<file path="src/rtl/mps_pkg.sv">
`default_nettype none
// ----------------------------------------------------------------------------
// Mandelbrot pixel package
// Shared constants, types and arithmetic helpers for the smooth-colour
// escape-time pixel engine.
// ----------------------------------------------------------------------------
package mps_pkg;

  localparam int FRAC_BITS = 60;
  localparam int LOG_FB    = 28;
  localparam int V_FB      = 16;
  localparam int PAL_N     = 12;
  localparam int PAL_IW    = 4;
  localparam int COORD_W   = 13;
  localparam int NORM_W    = 45;
  localparam int NP_W      = 6;
  localparam int CNT_W     = 5;

  localparam int X_RES_DEF = 1706;
  localparam int Y_RES_DEF = 960;

  localparam logic [62:0] CENTER_RE_RST  = -63'sd857357701400000000;
  localparam logic [62:0] CENTER_IM_RST  = 63'sd151983640000000000;
  localparam logic [60:0] PIXEL_STEP_RST = 61'd4803839602528529;
  localparam logic [15:0] MAX_ITER_RST   = 16'd8000;

  localparam logic [7:0] PAL_R [PAL_N] = '{8'h00, 8'h40, 8'h7E, 8'h11, 8'h16, 8'h38,
                                           8'hFC, 8'hD0, 8'h5F, 8'hDC, 8'hFF, 8'h6B};
  localparam logic [7:0] PAL_G [PAL_N] = '{8'h00, 8'h40, 8'h9F, 8'h90, 8'h68, 8'hCF,
                                           8'hFF, 8'h99, 8'h00, 8'h37, 8'h8E, 8'h14};
  localparam logic [7:0] PAL_B [PAL_N] = '{8'h00, 8'hE0, 8'hFF, 8'h9F, 8'h18, 8'h3F,
                                           8'h00, 8'h24, 8'h09, 8'h0A, 8'hFE, 8'hBC};

  typedef enum logic [1:0] {
    CFG_CENTER_RE  = 2'd0,
    CFG_CENTER_IM  = 2'd1,
    CFG_PIXEL_STEP = 2'd2,
    CFG_MAX_ITER   = 2'd3
  } cfg_idx_t;

  typedef enum logic [1:0] {
    LOG_SRC_DIST = 2'd0,
    LOG_SRC_L1   = 2'd1,
    LOG_SRC_NORM = 2'd2
  } log_src_t;

  typedef struct packed {
    logic     capture;
    logic     coord_mul;
    logic     coord_add;
    logic     iter_mul;
    logic     iter_acc;
    logic     iter_upd;
    logic     log_load;
    log_src_t log_src;
    logic     log_step;
    logic     norm_load;
    logic     norm_step;
    logic     color;
  } mps_cmd_t;

  typedef struct packed {
    logic at_limit;
    logic esc_now;
    logic log_done;
    logic norm_done;
  } mps_stat_t;

  typedef logic [3:0][63:0] part4_t;

  function automatic logic [63:0] sat_add64(input logic [63:0] a, input logic [63:0] b);
    logic [64:0] s;
    s = {a[63], a} + {b[63], b};
    if (s[64] != s[63]) begin
      sat_add64 = s[64] ? {1'b1, 63'd0} : {1'b0, {63{1'b1}}};
    end else begin
      sat_add64 = s[63:0];
    end
  endfunction

  function automatic logic [63:0] with_sign64(input logic [63:0] m, input logic neg);
    if (neg) begin
      with_sign64 = m[63] ? {1'b1, 63'd0} : 64'(64'd0 - m);
    end else begin
      with_sign64 = m[63] ? {1'b0, {63{1'b1}}} : m;
    end
  endfunction

  function automatic logic [63:0] mag64(input logic [63:0] v);
    mag64 = v[63] ? 64'(64'd0 - v) : v;
  endfunction

  function automatic part4_t part4(input logic [63:0] a, input logic [63:0] b);
    part4_t p;
    p[0] = 64'(a[31:0]) * 64'(b[31:0]);
    p[1] = 64'(a[31:0]) * 64'(b[63:32]);
    p[2] = 64'(a[63:32]) * 64'(b[31:0]);
    p[3] = 64'(a[63:32]) * 64'(b[63:32]);
    part4 = p;
  endfunction

  function automatic logic [127:0] join4(input part4_t p);
    join4 = {64'd0, p[0]} + {32'd0, p[1], 32'd0} + {32'd0, p[2], 32'd0} + {p[3], 64'd0};
  endfunction

  function automatic logic [PAL_IW-1:0] mod12(input logic [NP_W-1:0] v);
    logic [NP_W-1:0] t;
    t = v;
    for (int k = 0; k < 4; k++) begin
      if (t >= NP_W'(PAL_N)) begin
        t = t - NP_W'(PAL_N);
      end
    end
    mod12 = t[PAL_IW-1:0];
  endfunction

endpackage
`default_nettype wire

</file>
<file path="src/rtl/mps_ctrl.sv">
`default_nettype none
// ----------------------------------------------------------------------------
// Mandelbrot pixel controller
// Sequences coordinate mapping, orbit iteration, the logarithm chain and
// palette lookup for one pixel at a time.
// ----------------------------------------------------------------------------
module mps_ctrl (
  input  wire logic               clk,
  input  wire logic               rst_n,
  input  wire logic               start,
  input  wire mps_pkg::mps_stat_t stat,
  output mps_pkg::mps_cmd_t       cmd,
  output logic                    busy,
  output logic                    done
);

  typedef enum logic [16:0] {
    ST_IDLE  = 17'h00001,
    ST_CMUL  = 17'h00002,
    ST_CADD  = 17'h00004,
    ST_TEST  = 17'h00008,
    ST_MUL   = 17'h00010,
    ST_ACC   = 17'h00020,
    ST_UPD   = 17'h00040,
    ST_LD1   = 17'h00080,
    ST_LG1   = 17'h00100,
    ST_LD2   = 17'h00200,
    ST_LG2   = 17'h00400,
    ST_LDN   = 17'h00800,
    ST_NRM   = 17'h01000,
    ST_LD3   = 17'h02000,
    ST_LG3   = 17'h04000,
    ST_COLOR = 17'h08000,
    ST_DONE  = 17'h10000
  } state_t;

  state_t state_r, state_nxt;

  always_ff @(posedge clk) begin
    if (!rst_n) begin
      state_r <= ST_IDLE;
    end else begin
      state_r <= state_nxt;
    end
  end

  always_comb begin
    state_nxt = state_r;
    cmd       = '0;
    cmd.log_src = mps_pkg::LOG_SRC_DIST;
    unique case (state_r)
      ST_IDLE: begin
        if (start) begin
          cmd.capture = 1'b1;
          state_nxt   = ST_CMUL;
        end
      end
      ST_CMUL: begin
        cmd.coord_mul = 1'b1;
        state_nxt     = ST_CADD;
      end
      ST_CADD: begin
        cmd.coord_add = 1'b1;
        state_nxt     = ST_TEST;
      end
      ST_TEST: begin
        state_nxt = stat.at_limit ? ST_COLOR : ST_MUL;
      end
      ST_MUL: begin
        cmd.iter_mul = 1'b1;
        state_nxt    = ST_ACC;
      end
      ST_ACC: begin
        cmd.iter_acc = 1'b1;
        state_nxt    = ST_UPD;
      end
      ST_UPD: begin
        cmd.iter_upd = 1'b1;
        state_nxt    = stat.esc_now ? ST_LD1 : ST_TEST;
      end
      ST_LD1: begin
        cmd.log_load = 1'b1;
        cmd.log_src  = mps_pkg::LOG_SRC_DIST;
        state_nxt    = ST_LG1;
      end
      ST_LG1: begin
        if (stat.log_done) begin
          state_nxt = ST_LD2;
        end else begin
          cmd.log_step = 1'b1;
        end
      end
      ST_LD2: begin
        cmd.log_load = 1'b1;
        cmd.log_src  = mps_pkg::LOG_SRC_L1;
        state_nxt    = ST_LG2;
      end
      ST_LG2: begin
        if (stat.log_done) begin
          state_nxt = ST_LDN;
        end else begin
          cmd.log_step = 1'b1;
        end
      end
      ST_LDN: begin
        cmd.norm_load = 1'b1;
        state_nxt     = ST_NRM;
      end
      ST_NRM: begin
        if (stat.norm_done) begin
          state_nxt = ST_LD3;
        end else begin
          cmd.norm_step = 1'b1;
        end
      end
      ST_LD3: begin
        cmd.log_load = 1'b1;
        cmd.log_src  = mps_pkg::LOG_SRC_NORM;
        state_nxt    = ST_LG3;
      end
      ST_LG3: begin
        if (stat.log_done) begin
          state_nxt = ST_COLOR;
        end else begin
          cmd.log_step = 1'b1;
        end
      end
      ST_COLOR: begin
        cmd.color = 1'b1;
        state_nxt = ST_DONE;
      end
      ST_DONE: begin
        state_nxt = ST_IDLE;
      end
      default: begin
        state_nxt = ST_IDLE;
      end
    endcase
  end

  assign busy = (state_r != ST_IDLE);
  assign done = (state_r == ST_DONE);

endmodule
`default_nettype wire

</file>
<file path="config.mk">
export PLATFORM = sky130hd
export DESIGN_NAME = mps_ctrl
export DESIGN_NICKNAME = d
export VERILOG_FILES = /design/src/rtl/mps_pkg.sv /design/src/rtl/mps_ctrl.sv
export SDC_FILE = /design/constraint.sdc
export NUM_CORES = 1
export LEC_CHECK = 0
export BUFFER_PORTS_ARGS = -buffer_cell sky130_fd_sc_hd__buf_2
export CELL_PAD_IN_SITES_DETAIL_PLACEMENT = 1
export CELL_PAD_IN_SITES_GLOBAL_PLACEMENT = 2
export CORE_MARGIN = 1.5
export CORE_UTILIZATION = 33
export CTS_CLUSTER_SIZE = 10
export DETAILED_ROUTE_END_ITERATION = 6
export GPL_ROUTABILITY_DRIVEN = 0
export MAX_ROUTING_LAYER = met4
export PLACE_DENSITY_LB_ADDON = 0.1
export SLEW_MARGIN = 5
export SYNTH_ARGS = -nofsm -noshare
export SYNTH_HDL_FRONTEND = slang
export SYNTH_SLANG_ARGS = --single-unit
</file>
<file path="constraint.sdc">
create_clock -name clk -period 3.67 [get_ports clk]
set_input_delay 0.367 -clock clk [delete_from_list [all_inputs] [get_ports clk]]
set_output_delay 0.367 -clock clk [all_outputs]
set_load 0.05 [all_outputs]
</file>
==> qor.yml <==
sta:
  clock.fmax_ghz: 0.3774
  finClkSkew_ns: 0.006645
  tns_ns: 0
  setup_violations: 0
  hold_viol: 0
  report.final.slew_viol_count: 0
  rsz0062_at_grt: "false"
  slew_headroom_pct: 60.66
  worstMarginPinSlew_ns: 0.5866
  min_period_ns: 2.649
  fin_crit_sh_pct: 72.19
  fin_hold_ws_ns: 0.2591
critical_path:
  crit_required_ns: 3.30
  critPathCaptureType: "primary output"
  cp_top_family: "simple AND/OR/NAND/NOR gates"
  slowest_stage: "or3b_2"
  crit_buf_inv: 1
  arrival_ns: 2.28
  cp-start-kind: "flop"
  path_class: "reg -> out"
  path_cells: "nor4_4 > nand4_1 > or3b_2 > nor2_1 > buf_2"
  crit_fanout: 6
  slowest_delay_ns: 0.54
cts:
  htreeDepth: 1
  path_clk_slew_ns: 0.11
  numClockSinks: 17
  post_cts_buffers: 0
  ctsHoldBuffers: 0
  postCtsResizedCells: 0
  cts_buffer_depth: 2
  numCtsBuffers: 3
  cts_tree: "built"
  clock_latency_ns: 0.29
  root_buffer: "clkbuf_4"
floorplan:
  io_pins: 22
  die_w_um: 59.64
  start_util_pct: 34.67
  floorplan.core_area_sq_mm: 0.003053
  num_rows: 20
  dieArea_sq_mm: 0.003556
  die_y_um: 59.64
yosys:
  mappedNetlistArea_sq_mm: 0.001059
  synth_area_per_cell_sq_um: 8.468
  synth_cell_types: 41
  synth_ff_type: "dfxtp_1"
  synth_top_area_cell: "dfxtp_1"
  async_flop_share_pct: 0
  syn_inst: 125
  synth_edf_count: 0
  yosysTopAreaCellShare_pct: 32.15
  synth_area_leaders: "dfxtp_1 32%, nor2_1 7.4%, nor4_4 6.0%"
  ys_warn_count: 0
  synth_nets: 132
  synth_seq_cells: 17
  synth_seq_area_share_pct: 32.15
detailed_routing:
  firstDrtPassIters: 4
  vias: 1032
  wirelength_um: 3045
  wl_per_cell_um: 15.86
  drc: 0
  ant_nets: 0
  drt-initial-drc-count: 28
  viasPerCell: 5.375
cells_and_area:
  areaGrowthSynthToFinish_pct: 16.79
  reg_top3: "state_r: 17 flops"
  fill_cells: 394
  final_util_pct: 40.49
  drive_above_1_share_pct: 22.97
  largest_reg_flops: 17
  regArea_sq_um: 340.3
  nNetsFinal: 156
  antenna_cells: 0
  top_register: "state_r"
  multiInputGateArea_sq_um: 683.2
hold_path:
  hold_class: "in -> reg"
job:
  cap_violations: 0
placed_design:
  dp_hpwl_um: 2431
  port_buffers: 21
global_routing:
  first_global_vias: 1018
  overflow: 0
  grt_pass1_wl_um: 5126
  grt_antenna_before_repair: 0
  grt_max_degree: 10
  track_usage_pct: 20.06
run_status:
  outcome: "complete, no violations"
power:
  vdd_ir_drop_max_mv: 0.2667
  cellLeakagePower_nw: 0.6027
  total_power_mw: 0.5172
  power_density_mw_per_mm2: 418.4
## report_power, final
part / internal (mW) / total (mW) / switching [mW] / leakage, nW
Clock: 0.0423 / 0.104 / 0.0621 / 0.0150
Sequential: 0.193 / 0.205 / 0.0119 / 0.137
Combinational: 0.0660 / 0.208 / 0.142 / 0.450
Total: 0.301 / 0.517 / 0.216 / 0.603
## final cells by class
cell class	count	area share, %
Inverter	7	2.125
Multi-Input combinational cell	99	55.26
Clock buffer	4	2.125
Timing Repair Buffer	21	8.502
Sequential cell	17	27.53
Tap cell	44	4.453
## cell usage in the layout (no fill, tap or decap), types with 2 or more instances in the layout
master	instances
xor2_1	4
buf_2	21
and3_1	4
and4_1	3
nand3b_1	2
nor2_1	21
nand4_1	7
nand2_1	6
nand3_1	3
a21oi_1	4
clkbuf_4	3
nor3b_1	2
nor2b_1	3
dfxtp_1	17
nor4_1	2
nor3_1	5
o21ai_0	3
and2_1	3
o32ai_1	2
or4b_2	2
nand2b_1	2
inv_1	7
nor4_4	3
## synthesized netlist by cell type, types with 2 or more instances
cell / instances
nor4_1: 2
and2_1: 3
dfxtp_1: 17
inv_1: 7
nor4_4: 3
and4_1: 3
nor3b_1: 2
or4b_2: 2
nand3b_1: 2
a21oi_1: 4
xor2_1: 4
nand2b_1: 2
nor2_1: 21
nand4_1: 7
nor3_1: 5
nand2_1: 6
o21ai_0: 3
nand3_1: 3
o32ai_1: 2
nor2b_1: 3
and3_1: 4
## cell families (layout without fill, tap and decap cells)
| family | count (synthesis) | count (layout) | share of synthesized area [%] |
|---|---|---|---|
| XOR/XNOR | 5 | 5 | 4.137 |
| multiplexers | 1 | 1 | 0.9457 |
| flip-flops | 17 | 17 | 32.15 |
| buffers and inverters | 9 | 32 | 3.309 |
| AO/OA/AOI/OAI | 18 | 18 | 13.48 |
| AND/OR/NAND/NOR | 75 | 75 | 45.98 |
## worst paths after layout
| check | start | endpoint | slack [ns] | cells past startpoint |
|---|---|---|---|---|
| min reg2reg | state_r[8] | state_r[9] | 0.57 | 2 |
| max | state_r[4] | cmd[12] | 1.02 | 5 |
| max reg2reg | state_r[10] | state_r[12] | 1.46 | 6 |
| min | stat[3] | state_r[4] | 0.26 | 2 |
## worst reg2reg max path, cell delays in order, from the launching register on
cell and delay (ns):
dfxtp_1 0.53, nor3_1 0.12, and2_1 0.22, nand4_1 0.23, o2111ai_2 0.21, o31ai_2 0.59, o21ba_1 0.22
## metal layers
metal  part of all wire [%]  GRT usage (%)  up-vias
met4                    2.2          8.889        0
li1                       -              -      514
met1                     49          26.13      497
met2                     47          31.40       15
met3                    2.1          1.965        6
met5                      0              -        -
## metrics by stage
stage | cell area (sq um) | worst slack (ns) | instances
CTS | 1236 | 1.002 | 192
global route | 1236 | 0.8508 | 192
detailed placement | 1210 | 1.359 | 188
global placement | 1210 | 1.390 | 188
floorplan | 1059 | 0.8195 | 125
finish | 1236 | 1.021 | 192
(Power assumes the default switching activity.)
